`src/rtl/core/fc16_pkg.sv`:
```
// ----------------------------------------------------------------------------
// fc16_pkg
// Shared types, constants and the byte-wide crc update for the frame checker.
// ----------------------------------------------------------------------------
`default_nettype none

package fc16_pkg;

  localparam logic [15:0] CRC_POLY  = 16'h1021;
  localparam logic [15:0] CRC_INIT  = 16'hFFFF;
  localparam logic [7:0]  TERM_BYTE = 8'h0A;
  localparam logic [8:0]  COUNT_MAX = 9'd511;

  // header byte positions within a frame
  localparam logic [8:0] POS_MAGIC_LO = 9'd0;
  localparam logic [8:0] POS_MAGIC_HI = 9'd1;
  localparam logic [8:0] POS_VERSION  = 9'd2;
  localparam logic [8:0] POS_TYPE     = 9'd3;
  localparam logic [8:0] POS_LENGTH   = 9'd4;

  // bytes around the payload: magic, version, type, length, crc, terminator
  localparam logic [9:0] FRAME_OVERHEAD = 10'd8;

  localparam int CFG_IDX_W = 2;

  typedef enum logic [CFG_IDX_W-1:0] {
    REG_MAGIC_WORD   = 2'd0,
    REG_VERSION_BYTE = 2'd1
  } cfg_reg_e;

  typedef struct packed {
    logic [7:0] rx_byte;
    logic       frame_end;
  } in_beat_t;

  typedef struct packed {
    logic       frame_ok;
    logic [7:0] msg_type;
    logic [7:0] payload_len;
  } out_beat_t;

  typedef struct packed {
    logic [15:0] magic_word;
    logic [7:0]  version_byte;
  } cfg_regs_t;

  // msb-first crc-16 update over one byte, eight shift steps
  function automatic logic [15:0] crc16_feed(input logic [15:0] crc_in,
                                             input logic [7:0]  data);
    logic [15:0] c;
    c = crc_in ^ {data, 8'h00};
    for (int i = 0; i < 8; i++) begin
      if (c[15]) begin
        c = {c[14:0], 1'b0} ^ CRC_POLY;
      end else begin
        c = {c[14:0], 1'b0};
      end
    end
    return c;
  endfunction

endpackage

`default_nettype wire

```
`src/rtl/core/fc16_cfg_regs.sv`:
```
// ----------------------------------------------------------------------------
// fc16_cfg_regs
// Configuration register file: expected magic and protocol version.
// ----------------------------------------------------------------------------
`default_nettype none

module fc16_cfg_regs
  import fc16_pkg::*;
(
  input  wire logic                 clk,
  input  wire logic                 rst,
  input  wire logic                 wr_en,
  input  wire logic [CFG_IDX_W-1:0] wr_index,
  input  wire logic [31:0]          wr_data,
  output cfg_regs_t                 regs
);

  cfg_regs_t regs_q;

  always_ff @(posedge clk) begin
    if (rst) begin
      regs_q <= '0;
    end else if (wr_en) begin
      unique case (wr_index)
        REG_MAGIC_WORD:   regs_q.magic_word   <= wr_data[15:0];
        REG_VERSION_BYTE: regs_q.version_byte <= wr_data[7:0];
        default: ;  // unknown index ignored
      endcase
    end
  end

  assign regs = regs_q;

endmodule

`default_nettype wire

```
`src/rtl/core/fc16_frame_track.sv`:
```
// ----------------------------------------------------------------------------
// fc16_frame_track
// Per-frame state: byte count, running crc, delay line and header checks.
// ----------------------------------------------------------------------------
`default_nettype none

module fc16_frame_track
  import fc16_pkg::*;
(
  input  wire logic      clk,
  input  wire logic      rst,
  input  wire logic      step,
  input  wire in_beat_t  beat,
  input  wire cfg_regs_t cfg,
  output out_beat_t      result
);

  logic [8:0]  byte_count, byte_count_next;
  logic [15:0] running_crc, running_crc_next;
  logic [7:0]  held_bytes [3];
  logic [7:0]  held_bytes_next [3];
  logic [7:0]  magic_low, magic_low_next;
  logic        header_ok, header_ok_next;
  logic [7:0]  type_seen, type_seen_next;
  logic [7:0]  length_seen, length_seen_next;
  logic [15:0] rx_crc;
  logic        len_match;

  always_comb begin
    magic_low_next   = magic_low;
    header_ok_next   = header_ok;
    type_seen_next   = type_seen;
    length_seen_next = length_seen;

    if (byte_count == POS_MAGIC_LO) begin
      magic_low_next = beat.rx_byte;
    end else if (byte_count == POS_MAGIC_HI) begin
      if ({beat.rx_byte, magic_low} != cfg.magic_word) header_ok_next = 1'b0;
    end else if (byte_count == POS_VERSION) begin
      if (beat.rx_byte != cfg.version_byte) header_ok_next = 1'b0;
    end else if (byte_count == POS_TYPE) begin
      type_seen_next = beat.rx_byte;
    end else if (byte_count == POS_LENGTH) begin
      length_seen_next = beat.rx_byte;
    end

    // last three bytes of a frame never reach the crc
    running_crc_next = (byte_count >= POS_TYPE) ? crc16_feed(running_crc, held_bytes[0])
                                                : running_crc;
    held_bytes_next[0] = held_bytes[1];
    held_bytes_next[1] = held_bytes[2];
    held_bytes_next[2] = beat.rx_byte;

    byte_count_next = (byte_count < COUNT_MAX) ? byte_count + 9'd1 : byte_count;

    rx_crc    = {held_bytes_next[1], held_bytes_next[0]};
    len_match = ({1'b0, byte_count} + 10'd1) == ({2'b00, length_seen_next} + FRAME_OVERHEAD);

    result.frame_ok    = header_ok_next && len_match && (byte_count < COUNT_MAX)
                         && (beat.rx_byte == TERM_BYTE) && (rx_crc == running_crc_next);
    result.msg_type    = type_seen_next;
    result.payload_len = length_seen_next;
  end

  always_ff @(posedge clk) begin
    if (rst || (step && beat.frame_end)) begin
      byte_count  <= '0;
      running_crc <= CRC_INIT;
      held_bytes  <= '{default: 8'h00};
      magic_low   <= '0;
      header_ok   <= 1'b1;
      type_seen   <= '0;
      length_seen <= '0;
    end else if (step) begin
      byte_count  <= byte_count_next;
      running_crc <= running_crc_next;
      held_bytes  <= held_bytes_next;
      magic_low   <= magic_low_next;
      header_ok   <= header_ok_next;
      type_seen   <= type_seen_next;
      length_seen <= length_seen_next;
    end
  end

endmodule

`default_nettype wire

```
`src/rtl/core/frame_checker_crc16_top.sv`:
```
// ----------------------------------------------------------------------------
// frame_checker_crc16_top
// Byte-serial frame checker with crc-16 (0x1021, init 0xFFFF, msb first).
// ----------------------------------------------------------------------------
//
//   channel | direction | handshake              | beat
//   --------+-----------+------------------------+--------------------------
//   in      | sink      | in_valid / in_stall    | in_beat_t  (byte, end)
//   out     | source    | out_valid / out_stall  | out_beat_t (ok, type, len)
//   cfg     | sink      | cfg_valid / cfg_ready  | cfg_index, cfg_data
//
// one byte per cycle sustained unless a finished result waits on a stalled out;
// a byte is registered, then runs through the frame tracker (one byte-wide crc step)
// a frame result is registered on out as its last byte leaves the input register
// in_stall rises only when the input register is full and a finished result
// still waits on a stalled output; non-final bytes never wait on out
// synchronous reset returns frame state to its start values and clears both
// config registers
// cfg writes are taken every cycle (cfg_ready is tied high)
// ----------------------------------------------------------------------------
`default_nettype none

module frame_checker_crc16_top
  import fc16_pkg::*;
(
  input  wire logic                 clk,
  input  wire logic                 rst,
  // input byte channel
  input  wire logic                 in_valid,
  output logic                      in_stall,
  input  wire in_beat_t             in_data,
  // result channel
  output logic                      out_valid,
  input  wire logic                 out_stall,
  output out_beat_t                 out_data,
  // configuration write channel
  input  wire logic                 cfg_valid,
  output logic                      cfg_ready,
  input  wire logic [CFG_IDX_W-1:0] cfg_index,
  input  wire logic [31:0]          cfg_data
);

  cfg_regs_t cfg;
  in_beat_t  s1_beat;
  logic      s1_valid;
  logic      fire;
  logic      in_take;
  out_beat_t result;

  // config register file
  assign cfg_ready = 1'b1;

  fc16_cfg_regs u_cfg (
    .clk      (clk),
    .rst      (rst),
    .wr_en    (cfg_valid && cfg_ready),
    .wr_index (cfg_index),
    .wr_data  (cfg_data),
    .regs     (cfg)
  );

  // a registered byte moves on unless it closes a frame whose result
  // cannot be written because the output register is still held
  assign fire     = s1_valid && (!s1_beat.frame_end || !out_valid || !out_stall);
  assign in_stall = s1_valid && !fire;
  assign in_take  = in_valid && !in_stall;

  // input register
  always_ff @(posedge clk) begin
    if (rst) begin
      s1_valid <= 1'b0;
    end else if (in_take) begin
      s1_valid <= 1'b1;
    end else if (fire) begin
      s1_valid <= 1'b0;
    end
  end

  always_ff @(posedge clk) begin
    if (in_take) begin
      s1_beat <= in_data;
    end
  end

  // frame state and checks
  fc16_frame_track u_track (
    .clk    (clk),
    .rst    (rst),
    .step   (fire),
    .beat   (s1_beat),
    .cfg    (cfg),
    .result (result)
  );

  // result register, loaded on the last byte of a frame
  always_ff @(posedge clk) begin
    if (rst) begin
      out_valid <= 1'b0;
    end else if (fire && s1_beat.frame_end) begin
      out_valid <= 1'b1;
    end else if (!out_stall) begin
      out_valid <= 1'b0;
    end
  end

  always_ff @(posedge clk) begin
    if (fire && s1_beat.frame_end) begin
      out_data <= result;
    end
  end

  // checks
  a_last_gives_result: assert property (@(posedge clk) disable iff (rst)
    (fire && s1_beat.frame_end) |=> out_valid)
    else $error("frame end did not produce a result");

  a_no_repeat: assert property (@(posedge clk) disable iff (rst)
    (out_valid && !out_stall && !(fire && s1_beat.frame_end)) |=> !out_valid)
    else $error("result delivered twice");

  a_stall_means_full: assert property (@(posedge clk) disable iff (rst)
    in_stall |-> (s1_valid && s1_beat.frame_end && out_valid))
    else $error("input stalled without a held result");

  a_nonfinal_flows: assert property (@(posedge clk) disable iff (rst)
    (s1_valid && !s1_beat.frame_end) |-> fire)
    else $error("non-final byte blocked");

endmodule

`default_nettype wire

```
`config.mk`:
```
export PLATFORM = sky130hd
export DESIGN_NAME = frame_checker_crc16_top
export DESIGN_NICKNAME = d
export VERILOG_FILES = /design/src/rtl/core/fc16_pkg.sv /design/src/rtl/core/fc16_cfg_regs.sv /design/src/rtl/core/fc16_frame_track.sv /design/src/rtl/core/frame_checker_crc16_top.sv
export SDC_FILE = /design/constraint.sdc
export NUM_CORES = 1
export LEC_CHECK = 0
export BUFFER_PORTS_ARGS = -buffer_cell sky130_fd_sc_hd__buf_2
export CAP_MARGIN = 10
export CORE_MARGIN = 8
export CORE_UTILIZATION = 57
export CTS_CLUSTER_SIZE = 14
export DETAILED_ROUTE_END_ITERATION = 16
export PLACE_DENSITY = 0.81
export SLEW_MARGIN = 20
export SYNTH_ARGS = -nofsm -noshare
export SYNTH_HDL_FRONTEND = slang
export SYNTH_SLANG_ARGS = --single-unit
export TNS_END_PERCENT = 10
```
`constraint.sdc`:
```
create_clock -name clk -period 4.66 [get_ports clk]
set_input_delay 0.466 -clock clk [delete_from_list [all_inputs] [get_ports clk]]
set_output_delay 0.466 -clock clk [all_outputs]
set_load 0.01 [all_outputs]
```
==> results of run 1 <==
logic make-up (layout without fill, tap and decap cells):
kind of cell	Yosys count	after routing	synth area share (%)
AO/OA/AOI/OAI	89	89	8.760
XOR/XNOR	94	94	14.49
adder cells (fa/ha/maj)	5	5	1.066
buffers and inverters	52	101	3.581
flip-flops	126	126	47.40
multiplexers	32	32	5.861
other	1	1	0.06388
AND/OR/NAND/NOR	247	247	18.78
registers in the layout, summed over array words and instances (netlist names):
register / cells
u_cfg.regs: 24
u_track.held_bytes: 24
out_data: 17
u_track.running_crc: 16
s1_beat: 9
u_track.byte_count: 9
u_track.length_seen: 8
u_track.magic_low: 8
u_track.type_seen: 8
out_valid: 1
s1_valid: 1
u_track.header_ok: 1
metal layers:
metal | wire, um | track usage [%] | share of wire, %
met3 | 828 | 5.516 | 6.1
met5 | 0 | 0 | 0
met2 | 6564 | 32.44 | 48
met1 | 5986 | 24.24 | 44
met4 | 297 | 8.167 | 2.2
layout by cell type (no fill, tap or decap), drive strengths merged, types with 5 or more instances in the layout:
master    n
and3      6
xnor2    37
nor2     50
nand3    17
nor4     10
nand4     6
clkinv    5
a211oi    8
edfxtp   26
ha        5
nand2   126
nor3     16
buf      56
mux2i    23
clkbuf   23
mux2      9
inv      13
dfxtp   100
o21ai     5
xor2     55
a21oi    60
o211ai   10
worst max-delay path, delay by kind of cell, from the launching register on:
family,cells,cell delay (ns)
AO/OA/AOI/OAI,1,0.24
AND/OR/NAND/NOR,3,1.45
flip-flops,1,0.38
XOR/XNOR,3,0.42
multiplexers,1,0.44
adder cells (fa/ha/maj),2,0.54
buffers and inverters,2,0.28
area by class of cell:
cell class | count | area share [%]
clock inverters | 9 | 2.233
multi-input cells | 468 | 42.26
clock buffers | 23 | 7.284
well taps | 136 | 2.489
repair buffers | 56 | 4.319
flip-flops and latches | 126 | 40.70
inverters | 13 | 0.7138
metrics by stage:
stage                     hold slack (ns)  total power [W]
after floorplan                    0.4290         0.001350
after global placement             0.4427         0.001406
after detailed placement           0.4487         0.001414
after CTS                         0.09687         0.002831
after global routing              0.08844         0.002914
final                              0.1177         0.002822
where the power goes:
part	total (W)	internal (W)	switching (W)
sequential	0.00119	0.00115	0.0000389
clock	0.00142	0.000957	0.000466
combinational	0.000208	0.0000810	0.000127
path summary, 6_finish.rpt:
kind | end | slack (ns) | depth (start not counted)
max | out_data[16] | 0.71 | 12
max reg2reg | out_data[16] | 0.71 | 12
min reg2reg | u_cfg.regs[20] | 0.47 | 2
min | s1_beat[7] | 0.12 | 1
==> qor.json, run 1 <==
{
  "initial_standard_cell_utilization_of_the_core": {"value": 57.64, "unit": "%"},
  "synth_seq_cells": {"value": 126},
  "routed_wl": {"value": 13680, "unit": "um"},
  "gr-usage-all-layers": {"value": 19.87, "unit": "%"},
  "final_core_utilization": {"value": 67.13, "unit": "%"},
  "preCtsSetupSlack": {"value": 0.7851, "unit": "ns"},
  "dieArea": {"value": 13800, "unit": "um2"},
  "crit_path_start_kind": {"value": "flip-flop"},
  "unrepaired_setup_endpoints_after_global_routing": {"value": "false"},
  "critPathMaxFanout": {"value": 11},
  "fp.dieH": {"value": 117.5, "unit": "um"},
  "synth_commonest_cells": {"value": "nand2_1 (126), dfxtp_1 (100), a21oi_1 (60), xor2_1 (55), nor2_1 (50)"},
  "cp_data_required_time": {"value": 4.99, "unit": "ns"},
  "synth_cell_types": {"value": 47},
  "run_status": {"value": "finished clean"},
  "via_per_inst": {"value": 5.592},
  "grt_max_degree": {"value": 58},
  "post-route-drc-count": {"value": 0},
  "number_of_buffers_inserted_during_clock_tree_synthesis": {"value": 17},
  "max_slew_violation_total_from_the_final_report": {"value": 0},
  "post_drt_wl_per_cell": {"value": 16.46, "unit": "um"},
  "final-seq-area": {"value": 2783, "unit": "um2"},
  "fin_nets": {"value": 735},
  "holdCritStartpoint": {"value": "in_data[7]"},
  "place.gp.congestion": {"value": 0.8687},
  "fp-row-count": {"value": 37},
  "worst_clock_skew": {"value": 0.006994, "unit": "ns"},
  "irDropWorstVdd": {"value": 220.6, "unit": "uV"},
  "mappedNetlistArea": {"value": 5871, "unit": "um2"},
  "cts.path.max_buffers": {"value": 2},
  "cts.hold.buffers_added": {"value": 0},
  "insertedDiodeCount": {"value": 0},
  "rr_startpoint": {"value": "u_track.byte_count[0]"},
  "tritoncts_clock_tree": {"value": "yes"},
  "final_critical_path_setup_slack": {"value": 0.7074, "unit": "ns"},
  "clk_root_buffer_cell": {"value": "clkbuf_8"},
  "final_layout_size_suffix_gt1_share": {"value": 15.40, "unit": "%"},
  "routed-via-count": {"value": 4647},
  "wire_length_of_the_first_global_routing_pass": {"value": 22270, "unit": "um"},
  "number_of_iterations_in_the_first_detailed_routing_pass": {"value": 7},
  "area_of_combinational_cells_with_multiple_inputs": {"value": 2889, "unit": "um2"},
  "port_buffers": {"value": 50},
  "place.detailed.instances": {"value": 799},
  "synth_top_flop_cell": {"value": "dfxtp_1"},
  "synth_top_area_share": {"value": 34.10, "unit": "%"},
  "timing.fmax": {"value": 253.0, "unit": "MHz"},
  "setup-violations-final": {"value": 0},
  "cp_cell_sequence": {"value": "inv_1 -> ha_1 -> nand4_2 -> mux2i_1 -> inv_1 -> ha_1 -> xor2_1 -> xnor2_1 -> xnor2_1 -> or4_1 -> or4_1 -> a2111oi_2"},
  "post_cts_buffers": {"value": 0},
  "setup.worst_path.start": {"value": "u_track.byte_count[0]"},
  "rel_slew_slack": {"value": 44.62, "unit": "%"},
  "fin_tns_setup": {"value": 0, "unit": "ns"},
  "n_fill_cell": {"value": 762},
  "timing.max_cap.violations": {"value": 0},
  "synth_sequential_area_ratio": {"value": 47.40, "unit": "%"},
  "criticalPathCategory": {"value": "reg -> reg"},
  "holdCritPathClass": {"value": "in -> reg"},
  "yosys_warnings": {"value": 0},
  "share_of_async_settable_or_async_resettable_flops_after_synthesis": {"value": 0, "unit": "%"},
  "globalRouteOverflowTotal": {"value": 0},
  "max_slew.worst_pin.slew": {"value": 0.8286, "unit": "ns"},
  "core-area": {"value": 10180, "unit": "um2"},
  "timing.final.hold_violations": {"value": 0},
  "stdcell_area": {"value": 6837, "unit": "um2"},
  "edff_count_synth": {"value": 26},
  "antenna_found_initial": {"value": 0},
  "post-synth-top-count-cell": {"value": "nand2_1"},
  "dpl.hpwl": {"value": 8974, "unit": "um"},
  "final_min_period_over_clock_period": {"value": 84.82, "unit": "%"},
  "leakage": {"value": 2.861, "unit": "nW"},
  "placedInstanceArea": {"value": 6176, "unit": "um2"},
  "worst-endpoint-arrival": {"value": 4.28, "unit": "ns"},
  "clkTransAtPathRegs": {"value": 0.06, "unit": "ns"},
  "top_level_ports": {"value": 68},
  "netlist_instances": {"value": 646},
  "cts-resized-gates": {"value": 0},
  "ant_nets": {"value": 0},
  "clock_tree.htree_level_count": {"value": 4},
  "worstSetupEndpointType": {"value": "flip-flop"},
  "post-synth-top-area-cell": {"value": "dfxtp_1"},
  "drt_iter0_drc": {"value": 345},
  "worst_skew_pair.late_latency": {"value": 0.52, "unit": "ns"},
  "area_delta_synth_final": {"value": 16.45, "unit": "%"},
  "p_per_area": {"value": 412.7, "unit": "nW/um2"},
  "first_global_vias": {"value": 4681},
  "non_filler_instance_count_after_layout": {"value": 831},
  "total_clock_sinks": {"value": 126},
  "finalWorstPathRequiredPeriod": {"value": 3.953, "unit": "ns"},
  "avgSynthCellArea": {"value": 9.088, "unit": "um2"},
  "synthTopCellsByArea": {"value": "dfxtp_1 (34%), edfxtp_1 (13%), xor2_1 (8.2%)"},
  "synth.net_count": {"value": 699},
  "worst_path_max_delay_cell": {"value": "or4_1"},
  "die_width": {"value": 117.5, "unit": "um"},
  "critical_path.max_stage_delay": {"value": 0.51, "unit": "ns"}
}
No activity file was read; power rests on OpenSTA's default activity.
==> run 2: changes to the inputs <==
--- a/config.mk
+++ b/config.mk
@@ -5,6 +5,7 @@
 export SDC_FILE = /design/constraint.sdc
 export NUM_CORES = 1
 export LEC_CHECK = 0
+export ABC_AREA = 1
 export BUFFER_PORTS_ARGS = -buffer_cell sky130_fd_sc_hd__buf_2
 export CAP_MARGIN = 10
 export CORE_MARGIN = 8
==> constraint.sdc (replaced) <==
create_clock -name clk -period 3.7 [get_ports clk]
set_input_delay 0.37 -clock clk [delete_from_list [all_inputs] [get_ports clk]]
set_output_delay 0.37 -clock clk [all_outputs]
set_load 0.01 [all_outputs]
==> qor.json, run 2 <==
{
  "irDropWorstVdd": {"value": 424.1, "unit": "uV"},
  "final_min_period_over_clock_period": {"value": 77.13, "unit": "%"},
  "routed_wl": {"value": 15360, "unit": "um"},
  "leakage": {"value": 3.375, "unit": "nW"},
  "detailroute.wirelength.met3": {"value": 987, "unit": "um"},
  "cts.hold.buffers_added": {"value": 0},
  "worst-endpoint-arrival": {"value": 3.15, "unit": "ns"},
  "max_slew.worst_pin.slew": {"value": 0.9005, "unit": "ns"},
  "avgSynthCellArea": {"value": 7.058, "unit": "um2"},
  "ant_nets": {"value": 0},
  "initial_standard_cell_utilization_of_the_core": {"value": 58.73, "unit": "%"},
  "post_cts_buffers": {"value": 0},
  "via_per_inst": {"value": 5.239},
  "run_status": {"value": "finished clean"},
  "core-area": {"value": 10940, "unit": "um2"},
  "worstSetupEndpointType": {"value": "flip-flop"},
  "synth_commonest_cells": {"value": "nand2_1 (280), inv_1 (102), dfxtp_1 (100), nor2_1 (80), a21oi_1 (65)"},
  "mappedNetlistArea": {"value": 6422, "unit": "um2"},
  "clkTransAtPathRegs": {"value": 0.06, "unit": "ns"},
  "post-synth-top-area-cell": {"value": "dfxtp_1"},
  "area_of_combinational_cells_with_multiple_inputs": {"value": 3112, "unit": "um2"},
  "critPathMaxFanout": {"value": 16},
  "post-synth-top-count-cell": {"value": "nand2_1"},
  "drt_iter0_drc": {"value": 576},
  "cts.path.max_buffers": {"value": 2},
  "first_global_vias": {"value": 5463},
  "dieArea": {"value": 14920, "unit": "um2"},
  "final-seq-area": {"value": 2783, "unit": "um2"},
  "dpl.hpwl": {"value": 10550, "unit": "um"},
  "worst_skew_pair.late_latency": {"value": 0.43, "unit": "ns"},
  "routed-via-count": {"value": 5794},
  "final_common_cell": {"value": "nand2_1"},
  "critical_path.max_stage_delay": {"value": 0.42, "unit": "ns"},
  "fp.dieH": {"value": 122.1, "unit": "um"},
  "crit_path_start_kind": {"value": "flip-flop"},
  "worst_clock_skew": {"value": 0.01304, "unit": "ns"},
  "share_of_async_settable_or_async_resettable_flops_after_synthesis": {"value": 0, "unit": "%"},
  "final_layout_size_suffix_gt1_share": {"value": 12.32, "unit": "%"},
  "cp_data_required_time": {"value": 3.99, "unit": "ns"},
  "timing.final.hold_violations": {"value": 0},
  "synth_sequential_area_ratio": {"value": 43.33, "unit": "%"},
  "number_of_buffers_inserted_during_clock_tree_synthesis": {"value": 17},
  "place.detailed.instances": {"value": 1074},
  "number_of_iterations_in_the_first_detailed_routing_pass": {"value": 7},
  "setup-violations-final": {"value": 0},
  "place.gp.congestion": {"value": 0.9198},
  "insertedDiodeCount": {"value": 0},
  "cts-resized-gates": {"value": 0},
  "met2WireLength": {"value": 6786, "unit": "um"},
  "netlist_instances": {"value": 910},
  "max_slew_violation_total_from_the_final_report": {"value": 0},
  "synth.net_count": {"value": 963},
  "top_level_ports": {"value": 68},
  "timing.max_cap.violations": {"value": 0},
  "wire_length_of_the_first_global_routing_pass": {"value": 26020, "unit": "um"},
  "fin_nets": {"value": 1006},
  "total_clock_sinks": {"value": 126},
  "clock_tree.htree_level_count": {"value": 4},
  "die_width": {"value": 122.1, "unit": "um"},
  "synth_top_area_share": {"value": 31.17, "unit": "%"},
  "port_buffers": {"value": 50},
  "area_delta_synth_final": {"value": 13.93, "unit": "%"},
  "final_core_utilization": {"value": 66.91, "unit": "%"},
  "unrepaired_setup_endpoints_after_global_routing": {"value": "false"},
  "globalRouteOverflowTotal": {"value": 0},
  "met1Wirelength": {"value": 7112, "unit": "um"},
  "synthTopCellsByArea": {"value": "dfxtp_1 (31%), nand2_1 (16%), edfxtp_1 (12%)"},
  "post_drt_wl_per_cell": {"value": 13.89, "unit": "um"},
  "non_filler_instance_count_after_layout": {"value": 1106},
  "n_fill_cell": {"value": 948},
  "clk_root_buffer_cell": {"value": "clkbuf_16"},
  "fin_tns_setup": {"value": 0, "unit": "ns"},
  "tritoncts_clock_tree": {"value": "yes"},
  "grt_max_degree": {"value": 71},
  "finalWorstPathRequiredPeriod": {"value": 2.854, "unit": "ns"},
  "holdCritPathClass": {"value": "in -> reg"},
  "antenna_found_initial": {"value": 0},
  "worst_path_max_delay_cell": {"value": "o21ai_1"},
  "cp_cell_sequence": {"value": "inv_1 -> ha_1 -> nand2_1 -> nor2_4 -> nand2_2 -> o21ai_1 -> ha_1 -> nand2_1 -> nand3_1 -> a21oi_1 -> nand3_1 -> nor2_1 -> nand2_1 -> nor2_1 -> nand3_1 -> nor2_1"},
  "synth_seq_cells": {"value": 126},
  "timing.fmax": {"value": 350.4, "unit": "MHz"},
  "most-common-layout-cells": {"value": "nand2_1 (278), inv_1 (102), dfxtp_1 (100)"},
  "fp-row-count": {"value": 38},
  "post-route-drc-count": {"value": 0},
  "edff_count_synth": {"value": 26},
  "yosys_warnings": {"value": 0},
  "gr-usage-all-layers": {"value": 22.05, "unit": "%"},
  "synth_cell_types": {"value": 33},
  "p_per_area": {"value": 495.3, "unit": "nW/um2"},
  "rel_slew_slack": {"value": 39.74, "unit": "%"},
  "synth_top_flop_cell": {"value": "dfxtp_1"},
  "routed.top_layer": {"value": "met4"},
  "criticalPathCategory": {"value": "reg -> reg"}
}
## run 2: cell types whose count changed after synthesis, moves of 30 or more
| cell | previous run | this run |
|---|---|---|
| xor2_1 | 55 | 13 |
| nor2_1 | 50 | 80 |
| nand2_1 | 126 | 280 |
| nand3_1 | 17 | 58 |
| o21ai_0 | 5 | 56 |
| inv_1 | 13 | 102 |
## run 2: per-layer routing
metal,global-route usage (%),up-vias
met2,33.62,164
met1,28.43,2586
li1,-,3007
met4,10.28,0
met3,6.155,37
met5,0,-
## run 2: critical path: cells and delay by family, from the launching register on
kind / cells / cell delay, ns
AOI/OAI and AO/OA: 2 / 0.56
adders and majority gates: 2 / 0.49
buffers and inverters: 1 / 0.14
DFF: 1 / 0.35
and+or+nand+nor: 11 / 1.17
## run 2: path summary, 6_finish.rpt
path	start	endpoint	slack, ns	depth (start not counted)
worst min register to register	u_cfg.regs[7]	u_cfg.regs[7]	0.47	2
worst min-delay path	rst	s1_valid	0.11	2
worst max register to register	u_track.byte_count[0]	out_data[16]	0.85	16
worst max-delay path	u_track.byte_count[0]	out_data[16]	0.85	16
## run 2: kinds of logic (layout without fill, tap and decap cells)
logic type	after synthesis	count (layout)	share of synthesized area, %
AND/OR/NAND/NOR	451	451	29.36
other	1	1	0.05839
adder cells (fa/ha/maj)	5	5	0.9741
AO/OA/AOI/OAI	162	162	14.16
buffers and inverters	137	193	8.299
flip-flops	126	126	43.33
XOR/XNOR	28	28	3.819
## run 2: layout make-up
type	instances	area share [%]
clock buffer	17	5.814
clock inverter	15	1.864
inverter	106	5.438
multi-input combinational	647	42.53
sequential	126	38.03
tap	140	2.394
timing repair buffer	55	3.933
## run 2: report_power, final
group,switching (W),internal (W),leakage (nW)
sequential,0.0000572,0.00147,1.06
combinational,0.000338,0.000172,2.04
clock,0.000655,0.000929,0.268
## run 2: stage by stage
stage / power [W] / instance area (um2) / hold WS (ns) / worst slack (ns)
4_1_cts: 0.003637 / 7317 / 0.09446 / 0.8435
3_3_place_gp: 0.002049 / 6755 / 0.4468 / 0.9801
6_report: 0.003624 / 7317 / 0.1084 / 0.8461
2_1_floorplan: 0.001931 / 6422 / 0.4364 / 1.322
3_5_place_dp: 0.002061 / 6755 / 0.4583 / 0.9233
5_1_grt: 0.003790 / 7317 / 0.09666 / 0.6207
==> run 3: changes to the inputs <==
--- a/config.mk
+++ b/config.mk
@@ -5,7 +5,7 @@
 export SDC_FILE = /design/constraint.sdc
 export NUM_CORES = 1
 export LEC_CHECK = 0
-export ABC_AREA = 1
+export ABC_AREA = 0
 export BUFFER_PORTS_ARGS = -buffer_cell sky130_fd_sc_hd__buf_2
 export CAP_MARGIN = 10
 export CORE_MARGIN = 8
==> constraint.sdc (replaced) <==
create_clock -name clk -period 2.7 [get_ports clk]
set_input_delay 0.27 -clock clk [delete_from_list [all_inputs] [get_ports clk]]
set_output_delay 0.27 -clock clk [all_outputs]
set_load 0.01 [all_outputs]
==> qor.json, run 3 (synthesis results as in run 1) <==
{
  "post_drt_wl_per_cell": {"value": 18.00, "unit": "um"},
  "finalWorstPathRequiredPeriod": {"value": 3.281, "unit": "ns"},
  "p_per_area": {"value": 632.2, "unit": "nW/um2"},
  "clkTransAtPathRegs": {"value": 0.06, "unit": "ns"},
  "first_global_vias": {"value": 5245},
  "run_status": {"value": "finished, violations left"},
  "max_slew_violation_total_from_the_final_report": {"value": 0},
  "n_fill_cell": {"value": 678},
  "timing.fmax": {"value": 304.8, "unit": "MHz"},
  "routed_wl": {"value": 16170, "unit": "um"},
  "worst_skew_pair.late_latency": {"value": 0.54, "unit": "ns"},
  "irDropWorstVdd": {"value": 433.9, "unit": "uV"},
  "holdCritPathClass": {"value": "in -> reg"},
  "worstSetupEndpointType": {"value": "flip-flop"},
  "timing.max_cap.violations": {"value": 0},
  "dpl.hpwl": {"value": 10120, "unit": "um"},
  "port_buffers": {"value": 50},
  "area_of_combinational_cells_with_multiple_inputs": {"value": 2942, "unit": "um2"},
  "preCtsSetupSlack": {"value": -0.5555, "unit": "ns"},
  "total_clock_sinks": {"value": 126},
  "top_level_ports": {"value": 68},
  "grt_max_degree": {"value": 58},
  "routed-via-count": {"value": 5106},
  "cts.path.max_buffers": {"value": 2},
  "final_common_cell": {"value": "nand2_1"},
  "leakage": {"value": 3.114, "unit": "nW"},
  "cp_data_required_time": {"value": 3.05, "unit": "ns"},
  "violations": {"value": "setup timing"},
  "place.detailed.instances": {"value": 840},
  "post-route-drc-count": {"value": 0},
  "via_per_inst": {"value": 5.686},
  "worst-endpoint-arrival": {"value": 3.63, "unit": "ns"},
  "globalRouteOverflowTotal": {"value": 0},
  "criticalPathCategory": {"value": "reg -> reg"},
  "final_critical_path_setup_slack": {"value": -0.5809, "unit": "ns"},
  "gr-usage-all-layers": {"value": 23.36, "unit": "%"},
  "rr_startpoint": {"value": "u_track.byte_count[4]"},
  "core-area": {"value": 10180, "unit": "um2"},
  "insertedDiodeCount": {"value": 0},
  "fp-row-count": {"value": 37},
  "number_of_iterations_in_the_first_detailed_routing_pass": {"value": 4},
  "final-seq-area": {"value": 2788, "unit": "um2"},
  "tritoncts_clock_tree": {"value": "yes"},
  "die_width": {"value": 117.5, "unit": "um"},
  "wire_length_of_the_first_global_routing_pass": {"value": 26070, "unit": "um"},
  "rel_slew_slack": {"value": 50.78, "unit": "%"},
  "worst-r2r-cell-count": {"value": 10},
  "initial_standard_cell_utilization_of_the_core": {"value": 57.64, "unit": "%"},
  "worstSetupEndpoint": {"value": "out_data[16]"},
  "clk_root_buffer_cell": {"value": "clkbuf_8"},
  "area_delta_synth_final": {"value": 25.62, "unit": "%"},
  "place.gp.congestion": {"value": 0.9311},
  "timing.final.hold_violations": {"value": 0},
  "final_core_utilization": {"value": 72.41, "unit": "%"},
  "most-common-layout-cells": {"value": "nand2_1 (126), dfxtp_1 (96), a21oi_1 (60)"},
  "timing.reg2reg.setup_slack": {"value": -0.58, "unit": "ns"},
  "ant_nets": {"value": 0},
  "antenna_found_initial": {"value": 0},
  "setup.worst_path.start": {"value": "u_track.byte_count[4]"},
  "final_layout_size_suffix_gt1_share": {"value": 20.08, "unit": "%"},
  "dieArea": {"value": 13800, "unit": "um2"},
  "number_of_buffers_inserted_during_clock_tree_synthesis": {"value": 17},
  "drt_iter0_drc": {"value": 449},
  "crit_path_start_kind": {"value": "flip-flop"},
  "fp.dieH": {"value": 117.5, "unit": "um"},
  "clock_tree.htree_level_count": {"value": 4},
  "non_filler_instance_count_after_layout": {"value": 898},
  "unrepaired_setup_endpoints_after_global_routing": {"value": "true"},
  "end_of_the_worst_register_to_register_path": {"value": "out_data[16]"},
  "fin_nets": {"value": 802},
  "setup-violations-final": {"value": 1},
  "worst_clock_skew": {"value": 0.009447, "unit": "ns"},
  "max_slew.worst_pin.slew": {"value": 0.7356, "unit": "ns"},
  "final_min_period_over_clock_period": {"value": 121.5, "unit": "%"},
  "fin_tns_setup": {"value": -0.5809, "unit": "ns"},
  "critPathMaxFanout": {"value": 3}
}
## run 3: metrics by stage
step | area, um2 | total power [W] | hold slack, ns
2_1_floorplan | 5891 | 0.002332 | 0.3689
3_3_place_gp | 6504 | 0.002463 | 0.4397
3_5_place_dp | 6504 | 0.002481 | 0.4481
4_1_cts | 7336 | 0.004636 | 0.02274
5_1_grt | 7375 | 0.004784 | 0.05978
6_report | 7375 | 0.004662 | 0.03487
## run 3: final cells by class
cell class,count,area share (%)
multi-input cells,468,39.89
flip-flops and latches,126,37.80
repair buffers,123,11.67
clock buffers,24,6.532
well taps,136,2.307
clock inverters,8,1.137
inverters,13,0.6617
## run 3: worst min path at each step
stage,from,endpoint,slack [ns],depth (start not counted)
6_report,out_stall,out_valid,0.03,3
5_1_grt,out_stall,out_valid,0.06,3
4_1_cts,in_valid,s1_valid,0.02,3
3_5_place_dp,in_data[7],s1_beat[7],0.45,1
3_3_place_gp,u_track.header_ok,u_track.header_ok,0.44,2
2_1_floorplan,in_data[0],s1_beat[0],0.37,0
## run 3: worst max-delay path, cell delays in order, from the launching register on
cell and delay (ns):
dfxtp_2 0.34, nor4_4 0.34, nand4_4 0.17, mux2_4 0.36
ha_4 0.16, xor2_1 0.16, xnor2_1 0.20, xnor2_1 0.11
or4_4 0.51, or4_4 0.51, a2111oi_4 0.21
## run 3: per-layer routing
layer / GRT usage [%] / share of wire (%) / up-vias
li1: - / - / 2395
met1: 26.23 / 39 / 2423
met2: 39.55 / 50 / 235
met3: 6.187 / 7.8 / 53
met4: 13.05 / 3.6 / 0
met5: 0 / 0 / -
## run 3: timing repair
item / in CTS / in global routing
hold buffers: 25 / 0
pin swaps: 1 / 5
gates cloned: 0 / 0
resized for setup: 1 / 6
hold endpoints to repair: 30 / 0
setup endpoints to repair: 1 / 1
buffers inserted: 1 / 0
## run 3: where the power goes
group / leakage (nW) / internal, W / switching, W
Sequential: 1.06 / 0.00199 / 0.0000574
Clock: 0.267 / 0.00133 / 0.000838
Combinational: 1.78 / 0.000192 / 0.000260
